`src/sv/tmdc_ram.sv`:
```
`timescale 1ns / 1ps
// ----------------------------------------------------------------------------
// Generic RAM
// One write port and one read port with registered read data.
// ----------------------------------------------------------------------------
module tmdc_ram #(
  parameter int WIDTH = 8,
  parameter int DEPTH = 256
) (
  input  logic                     clk,
  input  logic                     we,
  input  logic [$clog2(DEPTH)-1:0] waddr,
  input  logic [WIDTH-1:0]         wdata,
  input  logic                     re,
  input  logic [$clog2(DEPTH)-1:0] raddr,
  output logic [WIDTH-1:0]         rdata
);

  logic [WIDTH-1:0] mem [DEPTH];

  always_ff @(posedge clk) begin
    if (we) begin
      mem[waddr] <= wdata;
    end
    if (re) begin
      rdata <= mem[raddr];
    end
  end

endmodule

```
`config.mk`:
```
export PLATFORM = sky130hd
export DESIGN_NAME = tmdc_ram
export DESIGN_NICKNAME = d
export VERILOG_FILES = /design/src/sv/tmdc_ram.sv
export SDC_FILE = /design/constraint.sdc
export NUM_CORES = 2
export LEC_CHECK = 0
export BUFFER_PORTS_ARGS = -buffer_cell sky130_fd_sc_hd__buf_2
export CAP_MARGIN = 40
export CORE_MARGIN = 3
export CORE_UTILIZATION = 50
export CTS_BUF_LIST = sky130_fd_sc_hd__clkbuf_4 sky130_fd_sc_hd__clkbuf_8
export DETAILED_ROUTE_END_ITERATION = 6
export PLACE_DENSITY = 0.65
export SLEW_MARGIN = 5
export SYNTH_ARGS = -nofsm -noshare
export SYNTH_HDL_FRONTEND = slang
export SYNTH_SLANG_ARGS = --single-unit
```
`constraint.sdc`:
```
create_clock -name clk -period 2.6 [get_ports clk]
set_input_delay 0.26 -clock clk [delete_from_list [all_inputs] [get_ports clk]]
set_output_delay 0.26 -clock clk [all_outputs]
set_load 0.02 [all_outputs]
```
# Word level (Yosys, flattened, before mapping)
# Memory sizes are Yosys's and may differ from the RTL's. A register that Yosys moved wholly into a read port is not among the register bits.
# Index checks and enable logic that the tools add are counted.
dict set report op_classes {
  muxes 2
}
# operator n
set ops {}
lappend ops {{1-bit two-way mux} 2}
dict set report totals {
  reg_bits 0
  ramBits 2048
  in_bits 27
  word_cells 3
  mem_count 1
}
# name depth width read_ports rd_ports_with_merged_regs write_ports line_no
set mem_list {}
lappend mem_list {mem 256 8 1 1 1 19} ;# logic [WIDTH-1:0] mem [DEPTH];

# Depth between registers and ports, before layout
dict set report depth {
  depth_word 2
  mapped_depth 11
}

# Worst setup path after synthesis
# Ideal clock, no wire load.
dict set report synth_path {
  path_type {input to register}
  start {input raddr[0]}
  end {register rdata[2], read port of mem, data pin}
  setup_time_ps 269
  arrival_ps 2067
  required_time_ps 2331
  slack_ps 264
  path_stages 9
  n_path_buf 4
  cell_sequence {buf_6 buf_12 buf_8 buf_2 mux4_2 a22oi_1 a21oi_1 nor4_1 nor4_2}
}
# element line_no
set synth_rtl {}
lappend synth_rtl {{start: declaration} 15} ;# input logic [$clog2(DEPTH)-1:0] raddr,
lappend synth_rtl {{end: declaration} 16} ;# output logic [WIDTH-1:0] rdata

==> summary.txt <==
====================================================================================
Worst slack after detailed placement ..................................    -0.846 ns
Total power of the final layout .......................................      67.3 mW
Post-detailed-route wirelength per cell ...............................      28.9 um
Count of flip-flops with a built-in enable after synthesis ............        2,056
Maximum fanout along the worst path ...................................            1
Netlist cell types ....................................................           54
Part of the cycle the worst path needs ................................        0.981
Clock Tree Root .......................................................     clkbuf_8
Fin Clk Skew ..........................................................    0.0815 ns
Total leakage power ...................................................      30.9 nW
End point of the worst hold path ...................................... mem[121][0]$_DFFE_PP_
Clock period minus final worst setup slack ............................      2.55 ns
Post-Route Setup TNS ..................................................         0 ns
Number of max-slew violations in the final report .....................            0
Number of cells traversed by the worst register-to-register path ......            7
Post-DP HPWL ..........................................................   130,000 um
Area of placed instances ..............................................   87,600 um2
Top-level I/O count ...................................................           35
Slowest cell delay on critical path ...................................      0.55 ns
Core Box Area .........................................................  157,000 um2
Number of H-tree branching levels .....................................            5
Data required time at the worst endpoint ..............................      3.38 ns
Overall die area ......................................................  164,000 um2
Crit-path cells ....................................................... mux4_2 -> mux4_2 -> nor2b_1 -> nor4_2 -> buf_4 -> buf_4 -> nor4_2
Final design area excluding fillers ...................................   94,200 um2
Effective utilization at floorplan ....................................        0.506
First-pass GRT wire length ............................................   292,000 um
Launch point of the worst hold path ...................................     waddr[5]
All-Layer GR Usage ....................................................        0.247
Die Ht ................................................................       405 um
Power Density .........................................................   715 nW/um2
IO Port Bufs ..........................................................           34
Worst min-delay path category .........................................       in2reg
Hold Vio Cnt, Final ...................................................            0
Outcome ............................................................... finished clean
Drc violations ........................................................            0
Critical Path Sink Type ...............................................     register
Data arrival time of the critical path ................................      3.33 ns
Bufs on Longest Clock Path ............................................            4
Post-Syn Instances ....................................................        3,733
Worst Setup Start Kind ................................................     register
Maxcap violations .....................................................            0
Ratio of cells with drive above 1 in the final layout .................        0.359
Post-synthesis sequential area ratio ..................................        0.775
Area taken by multi-input logic gates .................................   16,500 um2
Cell with the largest stage delay on the worst path ...................       mux4_2
Std-Cell Rows .........................................................          145
Post-CTS setup buffer count ...........................................            0
Capture point of the worst reg-to-reg path ............................ rdata[2]$_DFFE_PP_
Worst Path Buf+Inv ....................................................            2
Sequential Area .......................................................   61,700 um2
Proportion of synthesized flip-flops having asynchronous set or reset .            0
Hold-critical path depth ..............................................            4
Critical path start-end classification ................................      reg2reg
Gpl congestion ........................................................        0.859
Total number of vias ..................................................       41,900
Unrepaired setup endpoints after global routing .......................           no
Area growth from synthesis to layout ..................................        18.2%
Peak supply drop ......................................................     0.566 mV
CTS buffer count ......................................................          336
Clock sink total ......................................................        2,056
Post-DR vias/cell .....................................................         6.05
Insertion delay of the later-clocked pin in the worst-skew pair .......      1.03 ns
CTS tree ..............................................................         done
Synth warnings ........................................................            0
Max Clock Freq ........................................................      392 MHz
Final Routed Wirelength ...............................................   200,000 um
Floorplan die width ...................................................       405 um
Kind of cell with the highest combined delay on the critical path ..... multiplexers
Antenna violation net count after detailed routing ....................            0
Number of iterations in the first detailed-routing pass ...............            5
Post-synthesis sequential element count ...............................        2,056
Filler cells ..........................................................       11,200
Via count of the first global-routing pass ............................       42,400
Pin count of the biggest net entering global routing ..................           93
Most used DFF post-synth ..............................................     edfxtp_1
Antenna violations before repair ......................................           16
Iter 0 DRT Violations .................................................        4,660
Normalized max-slew margin ............................................        0.429
R2R Setup Slk .........................................................      0.05 ns
End-of-flow core utilization ..........................................        0.599
Post-Syn Area .........................................................   79,600 um2
Setup Viol. Count Final ...............................................            0
Remaining Overflow, GRT ...............................................            0
Final Net Count .......................................................        4,659
Clock-pin transition on the worst setup and hold timing paths .........      0.06 ns
Transition time of the tightest slew-check pin ........................     0.853 ns
Post-synthesis net count ..............................................        3,760
Per-instance average area after synthesis .............................     21.3 um2
PnR worst setup slack .................................................    0.0483 ns
Reg-to-reg critical path startpoint ................................... mem[64][2]$_DFFE_PP_
====================================================================================
[synthesized netlist by cell type (31+ instances only)]
cell | number | area share
o221ai_1 | 46 | 0.0051
nand3_1 | 34 | 0.0021
a21oi_1 | 96 | 0.0060
clkbuf_1 | 111 | 0.0052
mux2i_1 | 134 | 0.017
nand2_1 | 33 | 0.0016
nor2b_1 | 31 | 0.0024
buf_2 | 31 | 0.0019
mux4_2 | 454 | 0.13
nor2_1 | 282 | 0.013
a22oi_1 | 133 | 0.013
edfxtp_1 | 2056 | 0.78
[power breakdown]
part	internal (mW)	switching, mW
Clock	14.6	12.3
Sequential	36.6	0.0446
Combinational	1.61	2.29
[layout make-up]
class                      count  share of cell area
multi-input combinational   1442               0.176
timing repair buffer         794              0.0743
clock inverter               128             0.00874
sequential                  2056               0.656
antenna                       12            0.000319
tap                         2058              0.0273
inverter                       2           0.0000797
clock buffer                 440              0.0579
[worst register-to-register path, cell delays in order, from the launching register on]
cell and delay [ns]:
edfxtp_1 0.37, mux4_2 0.48, mux4_2 0.55, nor2b_1 0.18, nor4_2 0.36, buf_4 0.23, buf_4 0.12, nor4_2 0.03
[worst max-delay path by stage]
stage	from	endpoint	slack (ns)	depth (start not counted)
floorplan	raddr[0]	rdata[2]$_DFFE_PP_	0.26	9
global placement	raddr[0]	rdata[6]$_DFFE_PP_	-1.59	9
finish	mem[64][2]$_DFFE_PP_	rdata[2]$_DFFE_PP_	0.05	7
CTS	mem[219][2]$_DFFE_PP_	rdata[2]$_DFFE_PP_	0.01	7
detailed placement	raddr[0]	rdata[0]$_DFFE_PP_	-0.85	10
global route	mem[64][2]$_DFFE_PP_	rdata[2]$_DFFE_PP_	0.01	7
[repair_timing]
item                       4_1_cts  5_1_grt
hold buffers                    18        0
resized for setup                5        3
setup endpoints to repair        4        3
cloned                           0        0
hold endpoints to repair      1749        0
[stage by stage]
stage | cells | hold WS (ns)
finish | 6932 | 0.115
global route | 6923 | 0.0661
CTS | 6920 | 0.00584
detailed placement | 6334 | 0.703
global placement | 6327 | 0.699
floorplan | 3733 | 0.359
[per-layer routing]
layer  up-vias  part of all wire  track usage
li1      17600                 -            -
met1     21900              0.40        0.348
met2      2052              0.48        0.389
met3       429             0.086       0.0496
met4         2             0.036       0.0907
met5         -          0.000065            0
[logic make-up after synthesis]
logic type,synth area share
buffers and inverters,0.0183
multiplexers,0.146
flip-flops,0.775
AO/OA/AOI/OAI,0.0342
AND/OR/NAND/NOR,0.0263
[placed cells by master (no fill, tap or decap), drive strengths merged, types with 6 or more instances in the layout]
| cell type | synthesis | routed |
|---|---|---|
| o221ai | 47 | 47 |
| mux4 | 456 | 456 |
| nand2b | 8 | 8 |
| nor2 | 282 | 282 |
| o22ai | 28 | 28 |
| mux2i | 134 | 134 |
| dlygate4sd3 | 0 | 18 |
| clkbuf | 111 | 441 |
| nand3 | 34 | 34 |
| nor4 | 27 | 27 |
| a22o | 8 | 8 |
| a211oi | 16 | 16 |
| nor3 | 22 | 22 |
| buf | 122 | 775 |
| nand4 | 10 | 10 |
| a21oi | 96 | 96 |
| clkinvlp | 0 | 6 |
| bufinv | 0 | 10 |
| o211ai | 10 | 10 |
| and2 | 6 | 6 |
| o21ai | 12 | 12 |
| edfxtp | 2056 | 2056 |
| nand2 | 33 | 33 |
| clkinv | 1 | 110 |
| diode | 0 | 12 |
| a221oi | 14 | 14 |
| a22oi | 133 | 133 |
| nor2b | 31 | 31 |
[flip-flops by register name, indices dropped and copies added (netlist names)]
register,flops
mem,2048
rdata,8
Note: power is estimated with default switching activity, not from simulation.
