`src/sv/tmdc_pkg.sv`:
```
`timescale 1ns / 1ps
// ----------------------------------------------------------------------------
// Text-mode display controller package
// Field widths, command and register codes, memory sizes and the palette
// shared by the controller's modules and channel interfaces.
// ----------------------------------------------------------------------------
package tmdc_pkg;

  // Beat field widths.
  localparam int CMD_W   = 3;
  localparam int PORT_W  = 16;
  localparam int ADDR_W  = 20;
  localparam int DATA_W  = 8;
  localparam int GCODE_W = 8;
  localparam int GROW_W  = 4;
  localparam int RGB_W   = 24;
  localparam int SX_W    = 11;
  localparam int SY_W    = 10;

  // Default geometry.
  localparam int DEF_COLUMNS     = 80;
  localparam int DEF_GLYPH_LINES = 16;

  // Video window and stores.
  localparam logic [ADDR_W-1:0] WIN_BASE = 20'hB8000;
  localparam logic [ADDR_W-1:0] WIN_END  = 20'hB8FA0;
  localparam int CELL_BYTES  = 4000;
  localparam int CELL_AW     = $clog2(CELL_BYTES);
  localparam int GLYPH_DEPTH = 4096;
  localparam int GLYPH_AW    = $clog2(GLYPH_DEPTH);

  // Index/data port pair and CRTC registers.
  localparam logic [PORT_W-1:0] IDX_PORT = 16'h03D4;
  localparam logic [PORT_W-1:0] DAT_PORT = 16'h03D5;
  localparam logic [DATA_W-1:0] REG_CUR_START = 8'h0A;
  localparam logic [DATA_W-1:0] REG_CUR_END   = 8'h0B;
  localparam logic [DATA_W-1:0] REG_POS_HI    = 8'h0E;
  localparam logic [DATA_W-1:0] REG_POS_LO    = 8'h0F;

  localparam int START_W = 6;
  localparam int END_W   = 5;
  localparam int POSH_W  = 3;
  localparam int POS_W   = POSH_W + DATA_W;

  localparam logic [START_W-1:0] CUR_START_RST = 6'd14;
  localparam logic [END_W-1:0]   CUR_END_RST   = 5'd15;

  typedef enum logic [CMD_W-1:0] {
    CMD_PORT_WR  = 3'd0,
    CMD_PORT_RD  = 3'd1,
    CMD_VID_WR   = 3'd2,
    CMD_VID_RD   = 3'd3,
    CMD_GLYPH_LD = 3'd4
  } cmd_t;

  // Cursor settings handed from the register file to the draw datapath.
  typedef struct packed {
    logic [START_W-1:0] start_line;
    logic [END_W-1:0]   end_line;
    logic [POS_W-1:0]   pos;
  } crtc_cursor_t;

  localparam logic [RGB_W-1:0] PALETTE [16] = '{
    24'h000000, 24'h0000cc, 24'h00cc00, 24'h00cccc,
    24'hcc0000, 24'hcc00cc, 24'hcccc00, 24'hcccccc,
    24'h888888, 24'h0000ff, 24'h00ff00, 24'h00ffff,
    24'hff0000, 24'hff00ff, 24'hffff00, 24'hffffff
  };

endpackage

```
`src/sv/tmdc_crtc.sv`:
```
`timescale 1ns / 1ps
// ----------------------------------------------------------------------------
// CRTC register file
// Index/data port pair holding the cursor shape and position registers.
// ----------------------------------------------------------------------------
module tmdc_crtc import tmdc_pkg::*; (
  input  logic              clk,
  input  logic              rst_n,
  input  logic              wr_en,
  input  logic [PORT_W-1:0] port,
  input  logic [DATA_W-1:0] wdata,
  output logic [DATA_W-1:0] rdata,
  output crtc_cursor_t      cursor
);

  logic [DATA_W-1:0]  index_r, index_nxt;
  logic [START_W-1:0] start_r, start_nxt;
  logic [END_W-1:0]   end_r, end_nxt;
  logic [POSH_W-1:0]  pos_hi_r, pos_hi_nxt;
  logic [DATA_W-1:0]  pos_lo_r, pos_lo_nxt;
  logic [DATA_W-1:0]  echo_r, echo_nxt;

  always_comb begin
    index_nxt  = index_r;
    start_nxt  = start_r;
    end_nxt    = end_r;
    pos_hi_nxt = pos_hi_r;
    pos_lo_nxt = pos_lo_r;
    echo_nxt   = echo_r;
    if (wr_en) begin
      if (port == IDX_PORT) begin
        index_nxt = wdata;
      end else if (port == DAT_PORT) begin
        echo_nxt = wdata;
        unique case (index_r)
          REG_CUR_START: start_nxt  = wdata[START_W-1:0];
          REG_CUR_END:   end_nxt    = wdata[END_W-1:0];
          REG_POS_HI:    pos_hi_nxt = wdata[POSH_W-1:0];
          REG_POS_LO:    pos_lo_nxt = wdata;
          default: ;
        endcase
      end
    end
  end

  always_ff @(posedge clk) begin
    if (!rst_n) begin
      index_r  <= '0;
      start_r  <= CUR_START_RST;
      end_r    <= CUR_END_RST;
      pos_hi_r <= '0;
      pos_lo_r <= '0;
      echo_r   <= '0;
    end else begin
      index_r  <= index_nxt;
      start_r  <= start_nxt;
      end_r    <= end_nxt;
      pos_hi_r <= pos_hi_nxt;
      pos_lo_r <= pos_lo_nxt;
      echo_r   <= echo_nxt;
    end
  end

  always_comb begin
    priority if (port == IDX_PORT) begin
      rdata = index_r;
    end else if (port == DAT_PORT) begin
      priority if (index_r == REG_CUR_START) begin
        rdata = DATA_W'(start_r);
      end else if (index_r == REG_CUR_END) begin
        rdata = DATA_W'(end_r);
      end else begin
        rdata = echo_r;
      end
    end else begin
      rdata = '0;
    end
  end

  assign cursor.start_line = start_r;
  assign cursor.end_line   = end_r;
  assign cursor.pos        = {pos_hi_r, pos_lo_r};

endmodule

```
`config.mk`:
```
export PLATFORM = sky130hd
export DESIGN_NAME = tmdc_crtc
export DESIGN_NICKNAME = d
export VERILOG_FILES = /design/src/sv/tmdc_pkg.sv /design/src/sv/tmdc_crtc.sv
export SDC_FILE = /design/constraint.sdc
export NUM_CORES = 1
export LEC_CHECK = 0
export BUFFER_PORTS_ARGS = -buffer_cell sky130_fd_sc_hd__buf_2
export CORE_UTILIZATION = 31
export DETAILED_ROUTE_END_ITERATION = 7
export PLACE_DENSITY = 0.53
export REMOVE_ABC_BUFFERS = 1
export SETUP_SLACK_MARGIN = 0.02
export SKIP_CTS_REPAIR_TIMING = 1
export SLEW_MARGIN = 0
export SYNTH_ARGS = -nofsm -noshare
export SYNTH_HDL_FRONTEND = slang
export SYNTH_SLANG_ARGS = --single-unit
```
`constraint.sdc`:
```
create_clock -name clk -period 5.39 [get_ports clk]
set_input_delay 0.2695 -clock clk [delete_from_list [all_inputs] [get_ports clk]]
set_output_delay 0.2695 -clock clk [all_outputs]
set_load 0.1 [all_outputs]
```
### Yosys cells after proc, flatten, opt, wreduce, memory -nomap -nowiden

Cells that the tools add are included.

* register bits after elaboration: 38
* input port bits: 27
* output and inout bits: 30

* reductions and logical operators: 6
* bitwise logic cells: 1
* eq/ne operators: 6
* multiplexer cells: 4

Operator list (number)
* == test 16 x 10 -> 1 bit (second input constant): 2
* == test 8 x 4 -> 1 bit (second input constant): 4
* two-way mux 8 bit: 4
* AND reduction 4 bit: 4
* AND reduction 3 bit: 1
* AND reduction 2 bit: 1
* inverter 1 bit: 1

### Logic depth before layout (Yosys ltp)

* depth in word-level cells: 5
* gate-level depth with buffers: 6
* gate-level depth less buffers: 4

### Least setup slack after synthesis

Ideal clock, no wire load.

* path type: flip-flop to output port
* start: register index_r[5]
* end: output port rdata[5]
* arrival: 3523 ps
* stages on the path, launching flop included: 5
* buffers on the path: 0
* setup slack: 1597 ps
* required time: 5121 ps
* path through: dfxtp_1 nand4bb_1 nor4_1 nand3b_1 a311oi_1

* longest elaborated chain between the ends: 5
* elaborated cells between the ends (all ways): 6
* those cells by class: eq/ne (2); mux (4)

Ends and longest elaborated chain
* start: declaration: RTL line tmdc_crtc.sv:16 `logic [DATA_W-1:0] index_r, index_nxt;`
* start signal: assignment: RTL line tmdc_crtc.sv:55 `index_r <= index_nxt;`
* == test 8 x 4 -> 1 bit: RTL line tmdc_crtc.sv:70 `end else if (index_r == REG_CUR_END) begin`
* two-way mux 8 bit: RTL line tmdc_crtc.sv:70
* two-way mux 8 bit: RTL line tmdc_crtc.sv:68 `priority if (index_r == REG_CUR_START) begin`
* two-way mux 8 bit: RTL line tmdc_crtc.sv:67 `end else if (port == DAT_PORT) begin`
* two-way mux 8 bit *: RTL line tmdc_crtc.sv:65 `priority if (port == IDX_PORT) begin`
* end: declaration: RTL line tmdc_crtc.sv:12 `output logic [DATA_W-1:0] rdata,`

Every way passes the cells marked *; elsewhere a longest branch is shown, timed or not.

### Worst setup path in the final report

Ends and elaborated chain as after synthesis.

==> metrics.md <==
| Metric | Value |
|---|---|
| Status | finished, final reports clean |
| Share of cells above drive strength 1 | 0.292 |
| Max rail drop VDD | 0.000180 V |
| Synth Flop Type | dfxtp_1 |
| WL met2 | 1.99 mm |
| Cells after Synth | 197 |
| Root Buffer | clkbuf_8 |
| Initial core utilization | 0.327 |
| R2R Path End | start_r[2] |
| Slew Limit Fails | 0 |
| Clock sink count | 38 |
| Worst endpoint required time | 5.12 ns |
| Hold Path Depth | 3 |
| Synthesized area | 1820 sq um |
| Antenna diodes | 0 |
| Power Density | 228 nW/um^2 |
| Congestion Overflow GR | 0 |
| Worst hold path type | primary input to flop |
| Clk buf depth | 2 |
| Max_slew headroom | 0.319 |
| Max-cap violations | 0 |
| Register area share after synthesis | 0.418 |
| TritonRoute pass-1 iters | 4 |
| FP Rows | 27 |
| CTS tree | done |
| Final #Nets | 276 |
| Remaining DRCs | 0 |
| TritonCTS buffer count | 5 |
| GRT Util Overall | 0.152 |
| Number of cells on the worst reg-to-reg path | 4 |
| Die height | 78.6 um |
| Final wirelength | 4.58 mm |
| Max stage delay on crit path | 0.79 ns |
| Reg-to-reg slack, setup | 3.22 ns |
| CP max-delay cell | nor4_1 |
| WL/cell | 14.2 um |
| Final count of negative-setup-slack endpoints | 0 |
| Crit path DAT | 2.56 ns |
| Minimum clock period | 2.83 ns |
| Yosys reg bits | 38 |
| Routed wl met3 | 304 um |
| Syn Area/Cell | 9.24 sq um |
| Die footprint | 6180 sq um |
| RSZ-0062 raised after global routing | no |
| Worst skew pair latency | 0.29 ns |
| First-pass GRT wire length | 7.31 mm |
| Vias post-DR | 1579 |
| Hold Path Sink | end_r[0] |
| Vias in the first global route | 1440 |
| Initial antenna violation count | 0 |
| Peak Freq | 0.354 GHz |
| Crit path from | index_r[5] |
| Top delay family on crit path | simple AND/OR/NAND/NOR gates |
| Yosys warns | 0 |
| HPWL after detailed placement | 3.19 mm |
| Final setup TNS | 0 ns |
| Async SR Flop Fraction | 0 |
| CP startpoint kind | flop |
| Die width | 78.6 um |
| Clock Skew | 0.00721 ns |
| P_leak | 0.846 nW |
| Met1 WL | 2.23 mm |
| Routability cong. | 0.776 |
| Vias per cell | 4.90 |
| Post-DRT Antenna Nets | 0 |
| Fin. Hold Viols | 0 |
| Buf/Inv on CP | 1 |
| Worst-margin pin slew | 1.01 ns |
| CP Cell Sequence | nand4bb_1 -> nor4_1 -> nand3b_1 -> a311oi_1 -> buf_2 |
| IO buf count | 56 |
| Hold Slack | 0.253 ns |
| Final period util | 0.524 |
| Largest net degree at the start of global routing | 51 |
| Worst Path Max Fanout | 6 |
| Critical path class | flop to output port |
| Layout area overhead | 22.7% |
| Ports | 57 |
| Hold Crit Start | wdata[0] |
| Unique masters post-synth | 30 |
| Origin of the critical flop-to-flop path | index_r[5] |
| Initial DRC count | 102 |
| Core Region | 5570 sq um |
| Clock Pin Slew Worst Setup and Hold Paths | 0.07 ns |
| Post-synth EDFFs | 0 |
| CP Capture Type | output port |
| CTS H-tree depth | 2 |
| Top layer reached by signal wires | met4 |
-- worst max-delay path by stage --
stage                     depth (start not counted)  endpoint
final                                             5  rdata[5]
after global routing                              5  rdata[5]
after CTS                                         5  rdata[5]
after detailed placement                          5  rdata[5]
after global placement                            5  rdata[5]
after floorplan                                   4  rdata[5]
-- metal layers --
metal	up-vias	track usage
met5	-	0
met4	0	0.0500
met3	6	0.0419
met2	48	0.230
met1	730	0.206
li1	795	-
-- Yosys cell counts, types with 2 or more instances --
library cell	number	area (sq um)
dfxtp_1	38	761
a31oi_1	5	31.3
nor2b_1	11	68.8
nor4_1	2	12.5
nand2_1	48	180
buf_2	2	10.0
nand4_1	2	12.5
nor3b_1	2	15.0
a21oi_1	2	10.0
nand3_1	13	65.1
or3_1	2	12.5
nor4bb_1	3	30.0
nor4_4	2	42.5
clkbuf_1	8	30.0
mux2_2	5	56.3
mux2i_1	38	380
-- report_power, final --
| group | internal [W] | leakage (nW) | total, W | switching [W] |
|---|---|---|---|---|
| Combinational | 0.0000113 | 0.492 | 0.0000290 | 0.0000178 |
| Clock | 0.000103 | 0.0482 | 0.000201 | 0.0000976 |
| Sequential | 0.000281 | 0.306 | 0.000281 | 0.000000000898 |
-- tightest hold or removal path: cells and delay by family --
| kind | cells | cell delay [ns] |
|---|---|---|
| buf+inv | 1 | 0.09 |
| mux | 1 | 0.10 |
| simple gates | 1 | 0.04 |
-- registers in the layout, summed over array words and instances (netlist names) --
register  count
start_r       6
pos_hi_r      3
index_r       8
echo_r        8
end_r         5
pos_lo_r      8
-- through the flow --
stage	worst slack, ns	cells	area, sq um	util	power [W]
after CTS	2.57	322	2230	0.401	0.000518
after floorplan	1.60	185	1770	-	0.000296
after global routing	2.36	322	2230	0.401	0.000533
after detailed placement	2.92	314	2140	0.385	0.000317
final	2.56	322	2230	0.401	0.000510
after global placement	2.87	314	2140	0.385	0.000316
-- final cells by class --
class | count | area (sq um)
sequential | 38 | 761
tap | 72 | 90.1
timing repair buffer | 57 | 288
multi-input combinational | 146 | 1000
clock inverter | 1 | 5.00
inverter | 1 | 3.75
clock buffer | 7 | 86.3
fill | 569 | 3340
-- placed cells by master, fill, tap and decap left out, types with 3 or more instances in the layout --
| master | synthesis | routed |
|---|---|---|
| a31oi_1 | 5 | 5 |
| buf_2 | 2 | 56 |
| clkbuf_8 | 0 | 6 |
| dfxtp_1 | 38 | 38 |
| mux2_2 | 5 | 5 |
| mux2i_1 | 38 | 38 |
| nand2_1 | 48 | 48 |
| nand3_1 | 13 | 13 |
| nor2b_1 | 11 | 11 |
| nor4bb_1 | 3 | 3 |
-- cells by family after synthesis --
| family | share of synthesized area |
|---|---|
| and+or+nand+nor | 0.280 |
| muxes | 0.240 |
| DFF | 0.418 |
| buffers and inverters | 0.0323 |
| AOI/OAI and AO/OA | 0.0302 |
(Power assumes the default switching activity.)
