### config.mk
export PLATFORM = sky130hd
export DESIGN_NAME = tmdc_div
export DESIGN_NICKNAME = d
export VERILOG_FILES = /design/src/sv/tmdc_div.sv
export SDC_FILE = /design/constraint.sdc
export NUM_CORES = 1
export LEC_CHECK = 0
export BUFFER_PORTS_ARGS = -buffer_cell sky130_fd_sc_hd__buf_2
export CAP_MARGIN = 30
export CORE_MARGIN = 1
export CORE_UTILIZATION = 47
export CTS_CLUSTER_DIAMETER = 60
export DETAILED_ROUTE_END_ITERATION = 16
export HOLD_SLACK_MARGIN = 0.06
export PLACE_DENSITY = 0.63
export SLEW_MARGIN = 20
export SYNTH_ARGS = -nofsm -noshare
export SYNTH_HDL_FRONTEND = slang
export SYNTH_SLANG_ARGS = --single-unit
### constraint.sdc
create_clock -name clk -period 7.13 [get_ports clk]
set_input_delay 1.426 -clock clk [delete_from_list [all_inputs] [get_ports clk]]
set_output_delay 1.426 -clock clk [all_outputs]
set_load 0.02 [all_outputs]
### src/sv/tmdc_div.sv
`timescale 1ns / 1ps
// ----------------------------------------------------------------------------
// Constant divider
// Reciprocal-multiply divider: the quotient is registered first, the remainder in the next cycle.
// ----------------------------------------------------------------------------
module tmdc_div #(
  parameter int DIVISOR = 80,
  parameter int NUM_W   = 11,
  parameter int QUO_W   = 5,
  parameter int REM_W   = 7
) (
  input  logic             clk,
  input  logic             rst_n,
  input  logic             start,
  input  logic [NUM_W-1:0] num,
  output logic             busy,
  output logic [QUO_W-1:0] quo,
  output logic [REM_W-1:0] rem
);

  // Reciprocal scaled by 2**SHIFT and rounded up. The quotient is exact as
  // long as num * DIVISOR stays below 2**SHIFT.
  localparam int SHIFT  = 20;
  localparam int PROD_W = NUM_W + SHIFT;
  localparam logic [PROD_W-1:0] RECIP = PROD_W'((2 ** SHIFT + DIVISOR - 1) / DIVISOR);

  logic [NUM_W-1:0]  num_r, num_nxt;
  logic [QUO_W-1:0]  quo_r, quo_nxt;
  logic [REM_W-1:0]  rem_r, rem_nxt;
  logic [1:0]        cnt_r, cnt_nxt;
  logic [PROD_W-1:0] prod;
  logic [NUM_W-1:0]  back;

  assign prod = PROD_W'(num_r) * RECIP;
  assign back = NUM_W'(quo_r * DIVISOR);

  always_comb begin
    num_nxt = num_r;
    quo_nxt = quo_r;
    rem_nxt = rem_r;
    cnt_nxt = cnt_r;
    priority if (start) begin
      num_nxt = num;
      cnt_nxt = 2'd2;
    end else if (cnt_r == 2'd2) begin
      quo_nxt = prod[SHIFT +: QUO_W];
      cnt_nxt = 2'd1;
    end else if (cnt_r == 2'd1) begin
      rem_nxt = REM_W'(num_r - back);
      cnt_nxt = 2'd0;
    end
  end

  always_ff @(posedge clk) begin
    if (!rst_n) begin
      cnt_r <= '0;
    end else begin
      cnt_r <= cnt_nxt;
    end
  end

  always_ff @(posedge clk) begin
    num_r <= num_nxt;
    quo_r <= quo_nxt;
    rem_r <= rem_nxt;
  end

  assign busy = (cnt_r != '0);
  assign quo  = quo_r;
  assign rem  = rem_r;

endmodule

Yosys cells after proc, flatten, opt, wreduce, memory -nomap -nowiden
Index checks and enable logic that the tools add are counted.
{"block": "totals", "reg_bits": 25, "input_bits": 14, "elab_cells": 22}
{"block": "classes", "addsub": 1, "mul": 2, "n_eq_ne": 2, "n_mux": 3, "bitwise_logic": 3, "n_reduce_logical": 6}
{"cell": "multiplier 11 x 12 -> 23 bit, second input constant", "n": 1}
{"cell": "subtractor 7 bit", "n": 1}
{"cell": "two-way mux 2 bit", "n": 3}
{"cell": "multiplier 5 x 3 -> 3 bit, second input constant", "n": 1}
{"cell": "nonzero test 2 bit", "n": 2}
{"cell": "NOT 1 bit", "n": 3}
{"cell": "AND reduction 3 bit", "n": 1}
{"cell": "nonzero test 3 bit", "n": 1}
{"cell": "== test 2 x 1 -> 1 bit, second input constant", "n": 1}
{"cell": "== test 2 bit, second input constant", "n": 1}
{"cell": "AND reduction 2 bit", "n": 1}
{"cell": "OR reduction 2 bit", "n": 1}

Logic depth before layout (Yosys ltp)
Gate-level depths: netlist of run 1.
{"block": "logic_depth", "ltp_word": 4, "mapped_depth": 18}

Worst setup path after synthesis of run 1
Ideal clock, no wire load.
{"block": "synth_path", "kind": "register -> register", "start": "register num_r[9]", "end": "register quo_r[2], in the netlist quo[2] (data pin)", "t_arrival_ns": 3.950, "required_ns": 6.871, "setup_slack_ns": 2.921, "stages_incl_launch_ff": 17, "n_path_buf": 0, "synth_period_minus_slack_ns": 4.209, "cell_sequence": "edfxtp_1 -> inv_1 -> ha_1 -> inv_1 -> fa_1 -> fa_1 -> inv_1 -> fa_1 -> fa_1 -> inv_1 -> ha_1 -> a21oi_1 -> o21ai_0 -> a22oi_1 -> nand3_1 -> a211oi_2 -> nor2_1"}
{"block": "synth_via", "elab_chain_len": 1}
{"item": "start, declared", "line_no": "27", "rtl": "logic [NUM_W-1:0] num_r, num_nxt;"}
{"item": "start signal, assigned", "line_no": "63", "rtl": "num_r <= num_nxt;"}
{"item": "multiplier 11 x 12 -> 23 bit", "line_no": "34", "rtl": "assign prod = PROD_W'(num_r) * RECIP;"}
{"item": "net prod[22]", "line_no": "31", "rtl": "logic [PROD_W-1:0] prod;"}
{"item": "end signal, assigned", "line_no": "64", "rtl": "quo_r <= quo_nxt;"}
{"item": "end, declared", "line_no": "28", "rtl": "logic [QUO_W-1:0] quo_r, quo_nxt;"}
The timed path passes the listed nets, and every way through them passes these cells.
A chain may end at the register's enable or synchronous reset.

Worst setup path in the final report of run 1
{"block": "layout_path", "start": "register num_r[8]", "end": "register quo_r[2], in the netlist quo[2] (data pin)"}
The elaborated chain is that of the path after synthesis.

==> results.md, run 1 <==
- F_max: roughly 220 MHz
- Tot Pwr: between 1 and 1.5 mW
- Vias per cell: 4.87
- Clk_lat worst skew: between 0.2 and 0.3 ns
- Final setup TNS: 0 ns
- CTS Hold Buffers Added: 0
- Vias in the first global route: around 1800
- Combinational share of power: 72.6%
- Worst setup SP type: flip-flop
- Routed wire length: roughly 5.2 mm
- CP most frequent cell: fa_1
- Layout cells sized above 1: 12.5%
- Top layer in use: met4
- Post-CTS Setup Inserts: 0
- Worst hold endpoint: cnt_r[1]$_SDFFE_PN0P_
- P per Cell Area: 325 mW/mm²
- Complex-gate fraction of the synthesized area: 5.63%
- 1st-pass router iterations: 4
- DIE WIDTH: roughly 81 µm
- Synth area leaders: ha_1 (30%), edfxtp_1 (24%), fa_1 (22%)
- Period utilization: between 60% and 70%
- Largest family of logic cells by synthesized area: adder cells
- Die Span Y: ~80 µm
- Syn_nets: 382
- Internal power: 0.550 mW
- Fin. max-slew vios: 0
- Reg clk slew, reported paths: 0.09 ns
- Hold path cells: 2
- Synth Warn #: 0
- Fraction of the mapped netlist area in simple logic gates: 4.44%
- Synth Register Bits: 25
- WS Path Type: reg -> reg
- Final min period: 4.62 ns
- First-pass GRT wire length: 8.82 mm
- Crit. End Element: flip-flop
- CP max FO: 4
- Leak: around 1.7 nW
- Met2 wire len: roughly 2.4 mm
- Yosys top cell by area: ha_1
- Avg Inst Size Synth: 11.0 µm²
- Crit-path cells: ha_1 -> inv_1 -> fa_1 -> fa_1 -> inv_1 -> fa_1 -> fa_1 -> ha_1 -> nand2_1 -> o21ai_0 -> a22oi_1 -> nand3_1 -> a211oi_2 -> nor2_1
- Worst Hold Launch: cnt_r[1]$_SDFFE_PN0P_
- Initial core utilization: between 40 and 50%
- I/O Pins: 27
- Die footprint: 0.00656 mm²
- Antenna cells: 0
- Reg2reg start: num_r[8]$_DFFE_PP_
- Row Count: 28
- Clock sinks: 25
- CTS resizes: 0
- CTS HTree Levels: 1
- Synth Cell Area: 0.00293 mm²
- Slew headroom: between 60% and 70%
- Worst EP required: slightly above 7 ns
- DR vias: 1811
- Clock root buffer: clkbuf_8
- Met1 Wirelength: 2.49 mm
- Synth cell count leaders: inv_1 (80), ha_1 (70), fa_1 (32), edfxtp_1 (23), a21oi_1 (8)
- Grt ovf: 0
- Post-Synthesis Cells: between 200 and 300
- Wire length per cell: 14.1 µm
- Most common cell in the netlist: inv_1
- Clock Path Buffers: 2
- Xor/xnor cell area share of the yosys netlist: 2.69%
- Worst path arrival time: 4.65 ns
- GRT Total Usage: 18.0%
- Largest net degree at the start of global routing: 16
- Reg2reg setup slack: 2.51 ns
- Core area: 0.00596 mm²
- Distinct cell type count after synthesis: 32
- Unrepaired setup endpoints after global routing: false
- Met3 WL: 229 µm
- PortBufs: 26
- DRC viols: 0
- Detail Route Antenna Nets: 0
- Synth-to-Final Area Change: 9.39%
- Seq pwr share: 19.4%
- Hold Path Class: reg -> reg
- Critical-path top delay cell: fa_1
- Top cell type's share of synthesized area: 29.9%
- HPWL after DPL: between 4 and 5 mm
- Commonest register cell after synthesis: edfxtp_1
- Post-synthesis mux area share: 0.341%
- Initial antenna violation count: 0
- Async SR Flop Fraction: 0%
- Status: finished clean
- GPL Wtd Cong: 0.788
- Psw: 0.491 mW
- Max-cap violation count: 0
- Critical R2R Capture: quo[2]$_DFFE_PP_
- Post-synth EDFFs: 23
- Switching fraction of total power: between 40% and 50%
- Worst slew pin tran: 0.533 ns
- Post-Layout Inst Area: 0.00321 mm²
- Clk pwr share: 8.0%
- Synth Area in Adders: 51.7%
- Nets@finish: 414
- CTS tree: done
- Post-Route Skew: 0.0135 ns
- VDD IR max: 0.000256 V
- Worst stage delay on the critical path: 0.53 ns
- Setup Viol. Count Final: 0
- DR iter-0 viols: 22
- Worst reg-to-reg path cell count: 14
- Post-DP Area: 0.00316 mm²
- CTS Buf Count: 3
- Hold Fails Final Rpt: 0
- Sequential-to-total area share from yosys stat: 24.9%
## final cells by class
class / count / area, µm²
Tap cell: 75 / 93.8
Sequential cell: 25 / 731
Timing Repair Buffer: 27 / 135
Fill cell: 557 / 2750
Multi-Input combinational cell: 161 / 1900
Clock buffer: 3 / 41.3
Inverter: 80 / 300
Clock inverter: 1 / 5.00
## cell usage in the layout (no fill, tap or decap), drive strengths merged, types with 2 or more instances in the layout
master | netlist | routed
a211oi | 3 | 3
a21o | 3 | 3
a21oi | 8 | 8
buf | 0 | 26
clkbuf | 0 | 4
dfxtp | 2 | 2
edfxtp | 23 | 23
fa | 32 | 32
ha | 70 | 70
inv | 80 | 80
nand2 | 4 | 4
nand3 | 3 | 3
nand4 | 2 | 2
nor2 | 7 | 7
nor2b | 3 | 3
nor3b | 2 | 2
o21ai | 5 | 5
xnor2 | 6 | 6
xor2 | 3 | 3
## per-stage QoR
step | utilization, % | hold slack (ns) | worst slack [ns] | instances
6_report | 53.8 | 0.553 | 2.51 | 372
5_1_grt | 53.8 | 0.611 | 2.27 | 372
4_1_cts | 53.8 | 0.558 | 2.53 | 371
3_5_place_dp | 53.0 | 0.545 | 2.54 | 367
3_3_place_gp | 53.0 | 0.529 | 2.63 | 367
2_1_floorplan | - | 0.499 | 2.92 | 266
## cells by family after synthesis
logic type / count (synthesis)
buffers and inverters: 80
XOR/XNOR: 9
AO/OA/AOI/OAI: 25
multiplexers: 1
AND/OR/NAND/NOR: 24
flip-flops: 25
adder cells (fa/ha/maj): 102
## metal layers
metal | vias up | global-route usage (%)
met1 | 860 | 25.4
li1 | 917 | -
met2 | 29 | 29.0
met4 | 0 | 3.93
met5 | - | 0
met3 | 5 | 3.15
## critical path: cells and delay by family, from the launching register on
family	cells	cell delay, ns
adder cells (fa/ha/maj)	6	2.76
buffers and inverters	2	0.14
AND/OR/NAND/NOR	3	0.35
AO/OA/AOI/OAI	3	0.64
flip-flops	1	0.49
## worst max-delay path by stage
stage / startpoint / endpoint / cells past startpoint
finish: num_r[8]$_DFFE_PP_ / quo[2]$_DFFE_PP_ / 14
CTS: num_r[8]$_DFFE_PP_ / quo[2]$_DFFE_PP_ / 14
global placement: num_r[3]$_DFFE_PP_ / quo[2]$_DFFE_PP_ / 16
global route: num_r[6]$_DFFE_PP_ / quo[2]$_DFFE_PP_ / 16
floorplan: num_r[9]$_DFFE_PP_ / quo[2]$_DFFE_PP_ / 16
detailed placement: num_r[3]$_DFFE_PP_ / quo[2]$_DFFE_PP_ / 16
## state kept, by name, indices dropped and copies added, names as in the netlist
signal and count:
cnt_r 2, num_r 11, quo 5, rem 7
## power by group through the flow
stage | Sequential [mW] | Clock, mW | Combinational, mW
after floorplan | 0.209 | 0 | 0.581
after global placement | 0.205 | 0 | 0.754
after detailed placement | 0.206 | 0 | 0.763
after CTS | 0.202 | 0.0848 | 0.772
after global routing | 0.204 | 0.0895 | 0.896
final | 0.202 | 0.0831 | 0.756
No activity file was read; power rests on OpenSTA's default activity.
==> run 2, diff against run 1 <==
Settings changed: ABC_AREA from default to 1, PLACE_DENSITY 0.63 to 0.66.
Clock period 7.13 ns to 3.9 ns, I/O delays scaled along.
==> run 2 against run 1 <==
  * The run now ends with negative setup slack left
  * Critical path depth up 4
  * Count of clock-buffer cells in the layout unchanged
  * Design area up 28%
  * Sequential power up 79%
  * Synthesized area up 13%
  * Worst hold slack worse by 0.028 ns
  * Synthesized cell count up 42%
  * Global-route usage up 2.3 points
  * Cell count up 44%
  * Critical path type unchanged
  * Largest power group unchanged
==> results.md, run 2 <==
- Status: complete, but fails checks (was finished clean)
- Failing checks: negative setup slack
- DRC viols: 0 (unchanged)
- Clock sinks: 25 (unchanged)
- Clk_lat worst skew: 0.28 ns (was 0.27 ns)
- Routed wire length: 7.25 mm (was 5.23 mm)
- Worst slew pin tran: 0.616 ns (was 0.533 ns)
- Clock root buffer: clkbuf_8 (unchanged)
- Hold Fails Final Rpt: 0 (unchanged)
- Hold Path Class: reg -> reg (unchanged)
- Antenna cells: 0 (unchanged)
- DR vias: 2551 (was 1811)
- Setup Viol. Count Final: 5 (was 0)
- DR iter-0 viols: 104 (was 22)
- Yosys top cell by area: ha_1 (unchanged)
- Slew headroom: 58.8% (was 64.4%)
- Worst EP required: 3.94 ns (was 7.16 ns)
- Synth Warn #: 0 (unchanged)
- Synth Register Bits: 25 (unchanged)
- Post-Route Skew: 0.00513 ns (was 0.0135 ns)
- Worst setup SP type: flip-flop (unchanged)
- Worst path arrival time: 4.14 ns (was 4.65 ns)
- Syn_nets: 494 (was 382)
- Critical path's top delay family: adder cells (unchanged)
- Pre-CTS setup slack: -0.232 ns (was 2.54 ns)
- 1st-pass router iterations: 4 (unchanged)
- Post-Synthesis Cells: 378 (was 266)
- Unrepaired setup endpoints after global routing: true (was false)
- Synth cell count leaders: inv_1 (107), nand2_1 (75), ha_1 (70), fa_1 (32), edfxtp_1 (23) (was inv_1 (80), ha_1 (70), fa_1 (32), edfxtp_1 (23), a21oi_1 (8))
- Leak: 2.23 nW (was 1.71 nW)
- Synth Cell Area: 0.00332 mm² (was 0.00293 mm²)
- Post-Layout Cell Count: 537 (was 372)
- Crit. End Element: flip-flop (unchanged)
- Most common cell after layout, fill and taps aside: inv_1 (unchanged)
- Psw: 1.75 mW (was 0.491 mW)
- First-pass GRT wire length: 11.5 mm (was 8.82 mm)
- Top cell type's share of synthesized area: 26.3% (was 29.9%)
- Most frequent cells in the layout: inv_1 (101), nand2_1 (63), ha_1 (62) (was inv_1 (80), ha_1 (70), fa_1 (32))
- Critical-path top delay cell: fa_1 (unchanged)
- CTS tree: done (unchanged)
- CP max FO: 3 (was 4)
- Final worst slack: -0.197 ns (was 2.51 ns)
- DIE WIDTH: 86.1 µm (was 81.0 µm)
- Multi-input gate area: 0.00242 mm² (was 0.00190 mm²)
- Layout fillers: 599 (was 557)
- Initial core utilization: 48.7% (was 49.2%)
- Largest register FFs: 11 (unchanged)
- Combinational share of power: 84.1% (was 72.6%)
- CTS HTree Levels: 1 (unchanged)
- Switching fraction of total power: 52.3% (was 47.1%)
- PortBufs: 26 (unchanged)
- Distinct cell type count after synthesis: 26 (was 32)
- Internal power: 1.60 mW (was 0.550 mW)
- Most common cell in the netlist: inv_1 (unchanged)
- Final min period: 4.10 ns (was 4.62 ns)
- CTS Buf Count: 3 (unchanged)
- Seq pwr share: 10.8% (was 19.4%)
- Fin. max-slew vios: 0 (unchanged)
- Nets@finish: 558 (was 414)
- Top reg by flops: num_r (unchanged)
- Die Span Y: 86.1 µm (was 81.0 µm)
- Synth area leaders: ha_1 (26%), edfxtp_1 (21%), fa_1 (19%) (was ha_1 (30%), edfxtp_1 (24%), fa_1 (22%))
- Detail Route Antenna Nets: 0 (unchanged)
- VDD IR max: 0.000585 V (was 0.000256 V)
- Core area: 0.00683 mm² (was 0.00596 mm²)
- Post-DP Area: 0.00382 mm² (was 0.00316 mm²)
- Post-Layout Inst Area: 0.00412 mm² (was 0.00321 mm²)
- Worst stage delay on the critical path: 0.60 ns (was 0.53 ns)
- Sequential-to-total area share from yosys stat: 22.0% (was 24.9%)
- Async SR Flop Fraction: 0% (unchanged)
- WS Path Type: reg -> reg (unchanged)
- Layout cells sized above 1: 25.9% (was 12.5%)
- Row Count: 30 (was 28)
- Placed Cells incl. Taps: 524 (was 367)
- Commonest register cell after synthesis: edfxtp_1 (unchanged)
- Avg Inst Size Synth: 8.79 µm² (was 11.0 µm²)
- Reg clk slew, reported paths: 0.10 ns (was 0.09 ns)
- GPL Wtd Cong: 0.940 (was 0.788)
- Seq. cell area: 731 µm² (unchanged)
- Grt ovf: 0 (unchanged)
- Final setup TNS: -0.803 ns (was 0 ns)
- GRT Total Usage: 20.3% (was 18.0%)
- Synth-to-Final Area Change: 23.9% (was 9.39%)
- Buffers plus inverters on the worst setup path: 3 (was 2)
- Post-synth EDFFs: 23 (unchanged)
- Max-cap violation count: 0 (unchanged)
- Tot Pwr: 3.35 mW (was 1.04 mW)
- F_max: 244 MHz (was 216 MHz)
- Crit-path cells: buf_6 -> ha_4 -> inv_2 -> fa_1 -> fa_1 -> inv_1 -> fa_1 -> fa_1 -> ha_4 -> nand2_2 -> nand2_4 -> nand2_2 -> and2_1 -> nand2_1 -> nand2_1 -> nand3_1 -> nand2_1 -> nand2_1 (was ha_1 -> inv_1 -> fa_1 -> fa_1 -> inv_1 -> fa_1 -> fa_1 -> ha_1 -> nand2_1 -> o21ai_0 -> a22oi_1 -> nand3_1 -> a211oi_2 -> nor2_1)
- HPWL after DPL: 6.22 mm (was 4.66 mm)
- Clock Path Buffers: 2 (unchanged)
- Final hold slack: 0.525 ns (was 0.553 ns)
- Clk pwr share: 5.1% (was 8.0%)
- Die footprint: 0.00741 mm² (was 0.00656 mm²)
- Vias in the first global route: 2448 (was 1824)
- Finished Core Util: 60.3% (was 53.8%)
- I/O Pins: 27 (unchanged)
- Initial antenna violation count: 0 (unchanged)
- Vias per cell: 4.75 (was 4.87)
- Period utilization: 105% (was 64.8%)
- Wire length per cell: 13.5 µm (was 14.1 µm)
- P per Cell Area: 813 mW/mm² (was 325 mW/mm²)
- Largest net degree at the start of global routing: 16 (unchanged)
run 2: final timing paths:
check | to | slack, ns | cells after the start | from
worst min register to register | cnt_r[1]$_SDFFE_PN0P_ | 0.53 | 2 | cnt_r[1]$_SDFFE_PN0P_
worst min-delay path | cnt_r[1]$_SDFFE_PN0P_ | 0.53 | 2 | cnt_r[1]$_SDFFE_PN0P_
worst max-delay path | quo[4]$_DFFE_PP_ | -0.20 | 18 | num_r[9]$_DFFE_PP_
worst max register to register | quo[4]$_DFFE_PP_ | -0.20 | 18 | num_r[9]$_DFFE_PP_
run 2: cells by family after synthesis:
group | count (synthesis) | share of synthesized area (%)
flops | 25 | 22.0
simple gates | 115 | 15.0
xor+xnor | 5 | 1.32
fa+ha+maj | 102 | 45.6
buf+inv | 109 | 12.3
compound gates | 22 | 3.80
run 2: worst register-to-register path: cells and delay by family, from the launching register on:
| kind | cells | cell delay [ns] |
|---|---|---|
| flops | 1 | 0.45 |
| buf+inv | 3 | 0.23 |
| simple gates | 9 | 0.65 |
| fa+ha+maj | 6 | 2.54 |
run 2: layout make-up:
cell class / count / area share, %
multi-input cells: 244 / 58.8
flip-flops and latches: 25 / 17.7
inverters: 109 / 9.94
repair buffers: 59 / 9.39
well taps: 96 / 2.92
clock buffers: 3 / 1.00
clock inverters: 1 / 0.182
run 2: power groups by stage:
stage          Combinational, mW  Sequential (mW)  Clock, mW
2_1_floorplan               1.75            0.378          0
3_5_place_dp                2.25            0.370          0
6_report                    2.82            0.362      0.169
3_3_place_gp                2.23            0.369          0
5_1_grt                     3.14            0.365      0.175
4_1_cts                     2.47            0.364      0.172
run 2: routing by layer:
layer,up-vias,GRT usage [%],part of all wire [%]
li1,1291,-,-
met1,1216,28.6,47
met2,38,33.7,48
met3,6,3.08,4.0
met4,0,3.18,1.0
met5,-,0,0
run 2: what timing repair did:
| item | 4_1_cts | 5_1_grt |
|---|---|---|
| gates resized for setup | 20 | 23 |
| endpoints found under the setup margin | 5 | 5 |
| pin swaps | 19 | 24 |
| hold buffers | 0 | 0 |
| buffers inserted | 6 | 3 |
